**config.mk**
```make
export PLATFORM = sky130hd
export DESIGN_NAME = periodic_task_scheduler_rm_edf_core
export DESIGN_NICKNAME = d
export VERILOG_FILES = /design/src/sv/ptsre_pkg.sv /design/src/sv/ptsre_regs.sv /design/src/sv/ptsre_ctrl.sv /design/src/sv/ptsre_dp.sv /design/src/sv/periodic_task_scheduler_rm_edf_core.sv
export VERILOG_INCLUDE_DIRS = /design/src /design/src/sv
export SDC_FILE = /design/constraint.sdc
export NUM_CORES = 1
export LEC_CHECK = 0
export ABC_AREA = 1
export BUFFER_PORTS_ARGS = -buffer_cell sky130_fd_sc_hd__buf_2
export CAP_MARGIN = 0
export CELL_PAD_IN_SITES_DETAIL_PLACEMENT = 1
export CELL_PAD_IN_SITES_GLOBAL_PLACEMENT = 1
export CORE_ASPECT_RATIO = 1.25
export CORE_MARGIN = 4
export CORE_UTILIZATION = 50
export DETAILED_ROUTE_END_ITERATION = 16
export PLACE_DENSITY_LB_ADDON = 0.1
export SLEW_MARGIN = 15
export SYNTH_ARGS = -nofsm -noshare
export SYNTH_HDL_FRONTEND = slang
export SYNTH_SLANG_ARGS = --single-unit
```
**constraint.sdc**
```tcl
create_clock -name clk -period 15 [get_ports clk]
set_input_delay 1.5 -clock clk [delete_from_list [all_inputs] [get_ports clk]]
set_output_delay 1.5 -clock clk [all_outputs]
set_load 0.005 [all_outputs]
```
**src/sv/periodic_task_scheduler_rm_edf_core_macros.svh**
```systemverilog
// Assertion macros shared by the scheduler modules.
// Depends on nothing; each user supplies clk and rst in scope.
`ifndef PERIODIC_TASK_SCHEDULER_RM_EDF_CORE_MACROS_SVH
`define PERIODIC_TASK_SCHEDULER_RM_EDF_CORE_MACROS_SVH

// Check a consequence in the same cycle as its trigger.
`define PTSRE_ASSERT_NOW(label, ante, cons, msg) \
  label: assert property (@(posedge clk) disable iff (rst) (ante) |-> (cons)) \
    else $error(msg);

// Check a consequence in the cycle after its trigger.
`define PTSRE_ASSERT_NEXT(label, ante, cons, msg) \
  label: assert property (@(posedge clk) disable iff (rst) (ante) |=> (cons)) \
    else $error(msg);

`endif

```
**src/sv/ptsre_pkg.sv**
```systemverilog
// Shared types, constants and helpers of the periodic task scheduler.
// Used by the register file, controller, datapath and top level.
package ptsre_pkg;

  localparam int MAX_TASKS = 4;
  localparam int TIME_BITS = 16;
  localparam int SLOT_W    = (MAX_TASKS > 1) ? $clog2(MAX_TASKS) : 1;
  localparam int FIELD_W   = 16;
  localparam int COUNT_W   = 3;
  localparam int ADDR_W    = 5;
  localparam int REG_IDX_W = 3;

  // Register indexes on the configuration port
  localparam logic [REG_IDX_W-1:0] REG_MODE  = 3'd0;
  localparam logic [REG_IDX_W-1:0] REG_COUNT = 3'd1;
  localparam logic [REG_IDX_W-1:0] REG_TASK0 = 3'd2;

  localparam logic MODE_RM  = 1'b0;
  localparam logic MODE_EDF = 1'b1;

  typedef enum logic [1:0] {
    ST_IDLE,
    ST_SCAN,
    ST_COMMIT
  } state_t;

  typedef struct packed {
    logic                           sched_mode;
    logic [COUNT_W-1:0]             task_count;
    logic [MAX_TASKS-1:0][31:0]     task_word;
  } cfg_t;

  typedef struct packed {
    logic              load;
    logic              scan;
    logic [SLOT_W-1:0] slot;
    logic              commit;
  } cmd_t;

  typedef struct packed {
    logic out_free;
  } stat_t;

  // Period field; zero counts as one
  function automatic logic [FIELD_W-1:0] period_of(input logic [31:0] word);
    logic [FIELD_W-1:0] p;
    p = word[31:16];
    return (p == '0) ? FIELD_W'(1) : p;
  endfunction

  function automatic logic [FIELD_W-1:0] exec_of(input logic [31:0] word);
    return word[15:0];
  endfunction

endpackage

```
**src/sv/ptsre_regs.sv**
```systemverilog
// Configuration register file behind the APB-style port.
// Depends on ptsre_pkg.
module ptsre_regs (
  input  logic                            clk,
  input  logic                            rst,
  input  logic                            psel,
  input  logic                            penable,
  input  logic                            pwrite,
  input  logic [ptsre_pkg::ADDR_W-1:0]    paddr,
  input  logic [31:0]                     pwdata,
  output logic [31:0]                     prdata,
  output logic                            pready,
  output ptsre_pkg::cfg_t                 cfg
);

  logic [ptsre_pkg::REG_IDX_W-1:0] idx;
  logic [ptsre_pkg::REG_IDX_W-1:0] word_idx;
  logic                            wr;

  assign pready   = 1'b1;
  assign idx      = paddr[ptsre_pkg::ADDR_W-1:2];
  assign word_idx = idx - ptsre_pkg::REG_TASK0;
  assign wr       = psel && penable && pwrite;

  // Write registers
  always_ff @(posedge clk) begin
    if (rst) begin
      cfg.sched_mode <= ptsre_pkg::MODE_RM;
      cfg.task_count <= ptsre_pkg::COUNT_W'(1);
      cfg.task_word  <= '0;
    end else if (wr) begin
      if (idx == ptsre_pkg::REG_MODE) begin
        cfg.sched_mode <= pwdata[0];
      end
      if (idx == ptsre_pkg::REG_COUNT) begin
        cfg.task_count <= pwdata[ptsre_pkg::COUNT_W-1:0];
      end
      for (int i = 0; i < ptsre_pkg::MAX_TASKS; i++) begin
        if (idx == ptsre_pkg::REG_TASK0 + ptsre_pkg::REG_IDX_W'(i)) begin
          cfg.task_word[i] <= pwdata;
        end
      end
    end
  end

  // Read back
  always_comb begin
    prdata = '0;
    if (idx == ptsre_pkg::REG_MODE) begin
      prdata = 32'(cfg.sched_mode);
    end else if (idx == ptsre_pkg::REG_COUNT) begin
      prdata = 32'(cfg.task_count);
    end else if (idx >= ptsre_pkg::REG_TASK0 &&
                 32'(word_idx) < ptsre_pkg::MAX_TASKS) begin
      prdata = cfg.task_word[word_idx[ptsre_pkg::SLOT_W-1:0]];
    end
  end

endmodule

```
**src/sv/ptsre_ctrl.sv**
```systemverilog
// Tick sequencer: accepts a tick, walks the task slots, then commits.
// Depends on ptsre_pkg and the assertion macro header.
`include "periodic_task_scheduler_rm_edf_core_macros.svh"
module ptsre_ctrl (
  input  logic               clk,
  input  logic               rst,
  input  logic               in_valid,
  output logic               in_stall,
  input  ptsre_pkg::stat_t   stat,
  output ptsre_pkg::cmd_t    cmd
);

  localparam logic [ptsre_pkg::SLOT_W-1:0] LAST_SLOT =
    ptsre_pkg::SLOT_W'(ptsre_pkg::MAX_TASKS - 1);

  ptsre_pkg::state_t             state, state_next;
  logic [ptsre_pkg::SLOT_W-1:0]  slot, slot_next;
  logic                          accept;

  // Hold state and slot counter
  always_ff @(posedge clk) begin
    if (rst) begin
      state <= ptsre_pkg::ST_IDLE;
      slot  <= '0;
    end else begin
      state <= state_next;
      slot  <= slot_next;
    end
  end

  // Next state and commands
  always_comb begin
    in_stall   = !((state == ptsre_pkg::ST_IDLE) ||
                   (state == ptsre_pkg::ST_COMMIT && stat.out_free));
    accept     = in_valid && !in_stall;
    state_next = state;
    slot_next  = slot;
    cmd.load   = accept;
    cmd.scan   = 1'b0;
    cmd.slot   = slot;
    cmd.commit = 1'b0;
    case (state)
      ptsre_pkg::ST_IDLE: begin
        if (accept) begin
          state_next = ptsre_pkg::ST_SCAN;
          slot_next  = '0;
        end
      end
      ptsre_pkg::ST_SCAN: begin
        cmd.scan = 1'b1;
        if (slot == LAST_SLOT) begin
          state_next = ptsre_pkg::ST_COMMIT;
        end else begin
          slot_next = slot + 1'b1;
        end
      end
      ptsre_pkg::ST_COMMIT: begin
        if (stat.out_free) begin
          cmd.commit = 1'b1;
          slot_next  = '0;
          state_next = accept ? ptsre_pkg::ST_SCAN : ptsre_pkg::ST_IDLE;
        end
      end
      default: begin
        state_next = ptsre_pkg::ST_IDLE;
      end
    endcase
  end

  `PTSRE_ASSERT_NEXT(a_accept_starts_scan, in_valid && !in_stall, cmd.scan && cmd.slot == '0, "tick accepted but scan did not start at slot zero")
  `PTSRE_ASSERT_NEXT(a_last_slot_commits, cmd.scan && cmd.slot == LAST_SLOT, state == ptsre_pkg::ST_COMMIT, "scan of last slot not followed by commit")
  `PTSRE_ASSERT_NOW(a_no_accept_in_scan, state == ptsre_pkg::ST_SCAN, in_stall, "tick accepted during scan")

endmodule

```
**src/sv/ptsre_dp.sv**
```systemverilog
// Scheduler datapath: per-slot countdown and work, best-candidate search,
// time counter and output register. Depends on ptsre_pkg and the macro header.
`include "periodic_task_scheduler_rm_edf_core_macros.svh"
module ptsre_dp (
  input  logic                            clk,
  input  logic                            rst,
  input  ptsre_pkg::cfg_t                 cfg,
  input  ptsre_pkg::cmd_t                 cmd,
  output ptsre_pkg::stat_t                stat,
  input  logic                            restart,
  output logic                            out_valid,
  input  logic                            out_stall,
  output logic                            busy_res,
  output logic [1:0]                      running_task,
  output logic                            deadline_missed,
  output logic [15:0]                     tick_time
);

  localparam int FW = ptsre_pkg::FIELD_W;

  logic [FW-1:0]                     ttr  [ptsre_pkg::MAX_TASKS];
  logic [FW-1:0]                     work [ptsre_pkg::MAX_TASKS];
  logic [ptsre_pkg::TIME_BITS-1:0]   time_cnt;
  logic [ptsre_pkg::TIME_BITS-1:0]   time_now;
  logic                              restart_q;
  logic                              found;
  logic [ptsre_pkg::SLOT_W-1:0]      pick_slot;
  logic [FW-1:0]                     best_key;
  logic [FW-1:0]                     best_work;
  logic [FW-1:0]                     best_ttr;

  logic [31:0]   word;
  logic [FW-1:0] ttr_cur, ttr_rl, work_rl, period, key, work_dec;
  logic          in_use, take, missed;

  assign stat.out_free = !out_valid || !out_stall;

  // Reload and candidate test for the slot under scan
  always_comb begin
    word     = cfg.task_word[cmd.slot];
    period   = ptsre_pkg::period_of(word);
    ttr_cur  = restart_q ? '0 : ttr[cmd.slot];
    ttr_rl   = (ttr_cur == '0) ? period : ttr_cur;
    work_rl  = (ttr_cur == '0) ? ptsre_pkg::exec_of(word) : work[cmd.slot];
    in_use   = 32'(cmd.slot) < 32'(cfg.task_count);
    key      = (cfg.sched_mode == ptsre_pkg::MODE_EDF) ? ttr_rl : period;
    take     = in_use && (work_rl != '0) && (!found || key < best_key);
    work_dec = best_work - 1'b1;
    missed   = found && (work_dec != '0) && (best_ttr == FW'(1));
    time_now = restart_q ? '0 : time_cnt;
  end

  // Slot state: reload, count down, charge the chosen task
  always_ff @(posedge clk) begin
    if (rst) begin
      for (int i = 0; i < ptsre_pkg::MAX_TASKS; i++) begin
        ttr[i]  <= '0;
        work[i] <= '0;
      end
      time_cnt <= '0;
    end else begin
      if (cmd.scan) begin
        if (in_use) begin
          ttr[cmd.slot]  <= ttr_rl - 1'b1;
          work[cmd.slot] <= work_rl;
        end else begin
          ttr[cmd.slot]  <= '0;
          work[cmd.slot] <= '0;
        end
      end
      if (cmd.commit) begin
        if (found) begin
          work[pick_slot] <= work_dec;
        end
        time_cnt <= time_now + 1'b1;
      end
    end
  end

  // Latch tick input and track the best candidate
  always_ff @(posedge clk) begin
    if (rst) begin
      found     <= 1'b0;
      restart_q <= 1'b0;
    end else begin
      if (cmd.load) begin
        restart_q <= restart;
        found     <= 1'b0;
      end else if (cmd.scan && take) begin
        found <= 1'b1;
      end
    end
  end

  always_ff @(posedge clk) begin
    if (cmd.scan && take) begin
      pick_slot <= cmd.slot;
      best_key  <= key;
      best_work <= work_rl;
      best_ttr  <= ttr_rl;
    end
  end

  // Output register
  always_ff @(posedge clk) begin
    if (rst) begin
      out_valid <= 1'b0;
    end else if (cmd.commit) begin
      out_valid <= 1'b1;
    end else if (!out_stall) begin
      out_valid <= 1'b0;
    end
  end

  always_ff @(posedge clk) begin
    if (cmd.commit) begin
      busy_res        <= found;
      running_task    <= found ? 2'(pick_slot) : 2'd0;
      deadline_missed <= missed;
      tick_time       <= 16'(time_now);
    end
  end

  `PTSRE_ASSERT_NEXT(a_commit_fills_out, cmd.commit, out_valid, "commit did not fill the output register")
  `PTSRE_ASSERT_NOW(a_idle_result_clean, out_valid && !busy_res, running_task == 2'd0 && !deadline_missed, "idle tick reports a task or a miss")
  `PTSRE_ASSERT_NOW(a_commit_needs_room, cmd.commit, stat.out_free, "commit while output register is held")

endmodule

```
**src/sv/periodic_task_scheduler_rm_edf_core.sv**
```systemverilog
// Periodic task scheduler, rate monotonic or earliest deadline first.
// Usage:
//   Tick channel (in_valid/in_stall/restart): one beat is one scheduler tick;
//   restart high makes that tick time zero and releases every task.
//   Result channel (out_valid/out_stall): one beat per tick with busy_res,
//   running_task, deadline_missed and tick_time.
//   Configuration: APB-style port, registers at byte address 4*index:
//   mode, task count, then one word per task slot. Write only when idle.
// Timing:
//   A tick walks the task slots one per cycle and then commits; the result
//   is registered at the commit. The next tick beat is taken in the commit
//   cycle, so no new tick is accepted while the slots are being scanned.
// Reset:
//   Synchronous rst clears the slot state, the time counter and the output
//   valid flag; registers return to RM mode, one task, zero task words.
// Back-pressure:
//   While out_stall holds a result, the next tick completes its scan and then
//   waits in commit, stalling the tick channel until the result is taken.
// Depends on ptsre_pkg, ptsre_regs, ptsre_ctrl and ptsre_dp.
module periodic_task_scheduler_rm_edf_core (
  input  logic                          clk,
  input  logic                          rst,
  input  logic                          psel,
  input  logic                          penable,
  input  logic                          pwrite,
  input  logic [ptsre_pkg::ADDR_W-1:0]  paddr,
  input  logic [31:0]                   pwdata,
  output logic [31:0]                   prdata,
  output logic                          pready,
  input  logic                          in_valid,
  output logic                          in_stall,
  input  logic                          restart,
  output logic                          out_valid,
  input  logic                          out_stall,
  output logic                          busy_res,
  output logic [1:0]                    running_task,
  output logic                          deadline_missed,
  output logic [15:0]                   tick_time
);

  ptsre_pkg::cfg_t  cfg;
  ptsre_pkg::cmd_t  cmd;
  ptsre_pkg::stat_t stat;

  ptsre_regs u_regs (
    .clk     (clk),
    .rst     (rst),
    .psel    (psel),
    .penable (penable),
    .pwrite  (pwrite),
    .paddr   (paddr),
    .pwdata  (pwdata),
    .prdata  (prdata),
    .pready  (pready),
    .cfg     (cfg)
  );

  ptsre_ctrl u_ctrl (
    .clk      (clk),
    .rst      (rst),
    .in_valid (in_valid),
    .in_stall (in_stall),
    .stat     (stat),
    .cmd      (cmd)
  );

  ptsre_dp u_dp (
    .clk             (clk),
    .rst             (rst),
    .cfg             (cfg),
    .cmd             (cmd),
    .stat            (stat),
    .restart         (restart),
    .out_valid       (out_valid),
    .out_stall       (out_stall),
    .busy_res        (busy_res),
    .running_task    (running_task),
    .deadline_missed (deadline_missed),
    .tick_time       (tick_time)
  );

endmodule

```
Word level (Yosys, flattened, before mapping)
Memories as Yosys holds them, arrays and structs flattened. A register that Yosys moved wholly into a read port is not among the register bits.
Cells that the tools add are included.
{ "classes": {"reduce_logical": 36, "n_lt_le_gt_ge": 6, "n_addsub": 5, "n_bitwise": 2, "n_eq_ne": 14, "muxes": 56} }
{ "ops": {"columns": ["op", "n"], "rows": [
  ["two-way mux 16 bit", 11],
  ["two-way mux 32 bit", 5],
  ["binary-select mux 32 bit (select 2 bit)", 2],
  ["OR reduction 16 bit", 3],
  ["zero test 16 bit", 2],
  ["nonzero test 16 bit", 2],
  ["subtractor 16 x 1 -> 16 bit (second input constant)", 2],
  ["two-way mux 2 bit", 13],
  ["two-way mux 1 bit", 23],
  ["adder 16 x 1 -> 16 bit (second input constant)", 1],
  ["== test 16 x 1 -> 1 bit (second input constant)", 1],
  ["less-than comparator 16 bit", 1],
  ["case mux 2 bit (3 select lines)", 2],
  ["AND reduction 2 bit", 6],
  ["logical AND 1 bit", 10],
  ["!= test 2 x 1 -> 1 bit (second input constant)", 4],
  ["== test 3 x 2 -> 1 bit (second input constant)", 2],
  ["== test 3 bit (second input constant)", 2],
  ["less-than comparator 2 x 3 -> 1 bit (second input constant)", 2],
  ["== test 2 bit (second input constant)", 2],
  ["zero test 1 bit", 4],
  ["AND reduction 4 bit", 1],
  ["== test 3 x 1 -> 1 bit (second input constant)", 1],
  ["greater-or-equal comparator 3 x 2 -> 1 bit (second input constant)", 1],
  ["other kinds (13)", 16]
]} }
{ "totals": {"ram_bits": 128, "mem_count": 2, "register_bits": 225, "out_inout_bits": 55} }
{ "memory_table": {"columns": ["memory", "words", "word_bits", "read_ports", "rd_clocked_by_memory_dff", "wr", "line", "source"], "rows": [
  ["u_dp.ttr", 4, 16, 1, 1, 4, "ptsre_dp.sv:21", "logic [FW-1:0] ttr [ptsre_pkg::MAX_TASKS];"],
  ["u_dp.work", 4, 16, 1, 1, 4, "ptsre_dp.sv:22", "logic [FW-1:0] work [ptsre_pkg::MAX_TASKS];"]
]} }

Longest topological paths before layout
{ "depth": {"ltp_word": 10, "mapped_depth": 26, "ltp_nobuf": 26} }

Hierarchy
Synthesis repeated with hierarchy kept, for this count alone.
{ "hier_totals": {"hier_cells": 2394, "hier_area_um2": 18282.5} }
{ "by_module_without_submodules": {"columns": ["mod", "instances", "area_each_um2", "cells_each"], "rows": [
  ["ptsre_dp", 1, 12099.1, 1466],
  ["ptsre_regs", 1, 5914.4, 890],
  ["ptsre_ctrl", 1, 269.0, 38]
]} }

Worst setup path after synthesis
Ideal clock, no wire load.
{ "synth_path": {"path_kind": "reg-to-reg", "from": "register (tool-made name)", "to": "register u_dp.best_key[0] (enable)", "path_slack_ns": 9.408, "path_stages_with_launch": 24, "n_path_buf": 3, "t_arrival_ns": 5.118, "cell_sequence": "dfxtp_1 buf_6 buf_6 nand2_1 nand3_1 nand2_1 nand2_2 nand2_1 nor2_2 nand2_2 nor2_8 buf_6 nand3_1 and2_1 inv_1 nand2_1 o21ai_0 ha_1 a21oi_1 nor2_1 a211oi_1 o221a_2 nand2_1 a21oi_1"} }
{ "synth_rtl": {"columns": ["item", "line", "source"], "rows": [
  ["end signal, assigned", "ptsre_dp.sv:98", "best_key <= key;"],
  ["end, declared", "ptsre_dp.sv:28", "logic [FW-1:0] best_key;"]
]} }

==> flow_summary.ini <==
[die]
fp.dieArea_um2 = 38580
placeableCoreArea_um2 = 34710
die_width_um = 176.5
placement_rows = 76
fp.dieH_um = 218.6
floorplan.io_pins = 100
effective_utilization_at_floorplan = 0.5111

[critical_path]
critPathMostFrequentCell = sky130_fd_sc_hd__nand2_1
worstSetupPathType = flop to flop
arrival_ns = 6.36
timing.critical_path.from_type = flop
critical_path_s_largest_stage_delay_ns = 0.62
critPathRequiredTime_ns = 15.19
cp_num_buf_inv = 5
rr_worst_depth = 24
critical_path.reg2reg.endpoint = u_dp.best_key[13]
critPathSlowestCell = sky130_fd_sc_hd__a21oi_4
cp_max_fo = 65
crit_path_cell_chain = buf_4, inv_2, buf_4, nand2_1, nand3_1, nand2_1, nand2_1, nand2_1, nor2_1, nand2_2, nor2_8, nand3_1, and2_1, inv_1, nand2_1, o21ai_0, ha_1, a21oi_1, nor2_1, a211oi_1, o221a_2, nand2_1, a21oi_4, buf_4
timing.critical_path.max_delay_family = simple AND/OR/NAND/NOR gates
reg2reg_slack_ns = 8.83
critPathCaptureType = flop

[cts]
cts-resized-gates = 0
cts_num_sinks = 355
ctsRootBufferMaster = sky130_fd_sc_hd__clkbuf_16
path_clk_slew_ns = 0.06
tritoncts = done
clkLatencyLatePin_ns = 0.54
cts.repair_timing.setup_buffer_count = 0
clock_path_buffers = 3
inserted_clock_buffers = 38
cts_hold_repair.buffers = 0
h-tree-depth = 2

[timing]
tns_ns = 0
fmax_ghz = 0.1621
timing_max_transition_violations_final = 0
report.final.hold_viol_count = 0
unrepaired_setup_endpoints_after_global_routing = false
skew_ns = 0.01186
tightest_slew_ns = 0.9883
hold-worst-slack_ns = 0.4732
slew_headroom = 0.3403
final_setup_violating_endpoints = 0
post_layout_min_period_ns = 6.168
period_share = 0.4112

[global_route]
grt_max_degree = 93
met1_usage = 0.3776
globalRouteMet3Util = 0.03875
grt_overflow = 0
grt_pass1_wl_um = 87530
grt_use_total = 0.2833
grt_util_met2 = 0.4859
top_usage_layer_grt = met2
number_of_antenna_violations_at_the_first_check_in_global_routing = 3
first_global_vias = 16450

[yosys]
synth_area_per_cell_um2 = 7.836
synthCells = 2264
netlist.area_leader.share = 0.3351
yosys.area.top_type = sky130_fd_sc_hd__edfxtp_1
synth_top_flop_cell = sky130_fd_sc_hd__edfxtp_1
synth_edf_count = 198
ys.warnings.count = 0
synth_fp_nets = 2331
synth_area_leaders = sky130_fd_sc_hd__edfxtp_1 (34%), sky130_fd_sc_hd__dfxtp_1 (18%), sky130_fd_sc_hd__nor2_1 (8.9%), sky130_fd_sc_hd__nand2_1 (8.9%), sky130_fd_sc_hd__o21ai_0 (7.7%)
async_flop_share = 0
yosysUniqueCellTypes = 50
ys_seq_area_frac = 0.5123
netlist_area_um2 = 17740
synth-seq-cells = 355

[drt]
totalWireLength_um = 54980
vias = 15770
drt_wl_cell_um = 19.67
number_of_design_rule_violations_left_by_the_first_detailed_router_iteration = 1084
routed_antenna_nets = 0
routed_via_density = 5.643
drt_pre_antenna_iters = 5
remaining_drc_errors = 0

[place]
post-dp-hpwl_um = 35180
post-place-cells = 2728
gp_congestion = 0.8324
numPortBuffers = 96

[flow_run]
maxCapViolCount = 0

[pwr]
max-vdd-ir-drop_uv = 85.09
cellPowerDensity_nw_per_um2 = 122.3
p_leak_nw = 8.371

[finish]
final_non_filler_cells = 2795
area_growth_syn_to_layout_pct = 10.83
filler_cell_count = 4338
num-nets-final = 2367
antenna_cells_inserted = 0
proportion_of_layout_cells_with_a_drive_suffix_above_1 = 0.09884

[hold_path]
whs_endpoint = u_regs.cfg[77]
worstHoldPathType = flop to flop
worstHoldPathCells = 2
hold_path_startpoint = u_regs.cfg[77]

[status]
run_status = complete, no violations
==> kinds of logic after synthesis <==
group                    synth area share
adder cells (fa/ha/maj)           0.01552
flip-flops                         0.5123
AO/OA/AOI/OAI                      0.1443
XOR/XNOR                         0.006912
AND/OR/NAND/NOR                    0.2336
other                           0.0002114
buffers and inverters             0.08717
==> area by class of cell <==
cell class / instances / area (um2) / share of cell area
Clock buffer: 60 / 1127 / 0.05733
Clock inverter: 7 / 53.80 / 0.002736
Timing Repair Buffer: 119 / 653.1 / 0.03322
Multi-Input combinational cell: 1520 / 7151 / 0.3637
Sequential cell: 355 / 9091 / 0.4624
Tap cell: 468 / 585.6 / 0.02978
Inverter: 266 / 1001 / 0.05091
==> layer usage <==
| metal | wire (um) | vias to the layer above | part of all wire |
|---|---|---|---|
| li1 | - | 7467 | - |
| met1 | 23610 | 7738 | 0.43 |
| met2 | 26920 | 462 | 0.49 |
| met3 | 3246 | 100 | 0.059 |
| met4 | 1171 | 4 | 0.021 |
| met5 | 27 | - | 0.00049 |
==> synthesized netlist by cell type (all sizes together) (9+ instances only) <==
master,instances
nor2,430
nor3,20
nor4,11
dfxtp,157
o22ai,16
ha,22
o21ai,279
nand2,434
edfxtp,198
xor2,12
a31oi,9
nand3,103
clkbuf,89
a22oi,35
inv,261
buf,34
a21oi,115
==> worst min-delay path, delay by kind of cell (launching register included) <==
kind,cells,cell delay [ns]
compound gates,1,0.05
buf+inv,1,0.06
flops,1,0.31
==> sequential cells by signal, summed over array words and instances (netlist names), 2 cells and up, named ones only <==
name               flops
u_dp.tick_time        16
u_dp.pick_slot         2
u_dp.time_cnt         16
u_dp.running_task      2
u_dp.work             64
u_dp.best_ttr         16
u_dp.best_work        16
u_regs.cfg           132
u_dp.best_key         16
u_ctrl.state           2
u_ctrl.slot            2
u_dp.ttr              64
==> where the power goes <==
part           leakage, nW  internal [W]  switching, W
clock                0.572      0.000531      0.000381
sequential            3.28       0.00108     0.0000207
combinational         4.52      0.000101      0.000286
==> placed cells by master, fill, tap and decap left out, types with 4 or more instances in the layout <==
| cell type | count |
|---|---|
| sky130_fd_sc_hd__buf_4 | 23 |
| sky130_fd_sc_hd__clkbuf_16 | 41 |
| sky130_fd_sc_hd__a31oi_1 | 7 |
| sky130_fd_sc_hd__nor4_1 | 9 |
| sky130_fd_sc_hd__nand3_1 | 98 |
| sky130_fd_sc_hd__xor2_1 | 12 |
| sky130_fd_sc_hd__clkinv_1 | 11 |
| sky130_fd_sc_hd__or2_2 | 4 |
| sky130_fd_sc_hd__nand2_2 | 13 |
| sky130_fd_sc_hd__ha_1 | 22 |
| sky130_fd_sc_hd__nand3_2 | 5 |
| sky130_fd_sc_hd__clkbuf_1 | 16 |
| sky130_fd_sc_hd__a21oi_1 | 113 |
| sky130_fd_sc_hd__o22ai_1 | 16 |
| sky130_fd_sc_hd__o21ai_0 | 274 |
| sky130_fd_sc_hd__dfxtp_1 | 155 |
| sky130_fd_sc_hd__o21a_1 | 7 |
| sky130_fd_sc_hd__nor2_1 | 418 |
| sky130_fd_sc_hd__a22oi_1 | 35 |
| sky130_fd_sc_hd__buf_2 | 96 |
| sky130_fd_sc_hd__nor3_1 | 18 |
| sky130_fd_sc_hd__nand4_1 | 6 |
| sky130_fd_sc_hd__nor2_4 | 4 |
| sky130_fd_sc_hd__inv_1 | 246 |
| sky130_fd_sc_hd__inv_2 | 12 |
| sky130_fd_sc_hd__nand2_1 | 419 |
| sky130_fd_sc_hd__nor2_2 | 7 |
| sky130_fd_sc_hd__edfxtp_1 | 198 |
==> metrics by stage <==
step / instance area, um2 / setup slack (ns) / utilization / power [W]
finish: 19660 / 8.832 / 0.5665 / 0.002404
global route: 19660 / 8.302 / 0.5665 / 0.002502
CTS: 19660 / 8.836 / 0.5665 / 0.002414
detailed placement: 18480 / 8.891 / 0.5325 / 0.001505
global placement: 18480 / 9.053 / 0.5325 / 0.001485
floorplan: 17740 / 9.408 / - / 0.001378
==> worst max-delay path by stage <==
stage,from,depth (start not counted),slack (ns),endpoint
4_1_cts,flop,24,8.84,u_dp.best_ttr[14]
6_report,flop,24,8.83,u_dp.best_key[13]
2_1_floorplan,flop,23,9.41,u_dp.best_key[0]
3_3_place_gp,flop,24,9.05,u_dp.best_key[14]
5_1_grt,flop,24,8.30,u_dp.best_key[12]
3_5_place_dp,flop,24,8.89,u_dp.best_ttr[12]
Note: power is estimated with default switching activity, not from simulation.
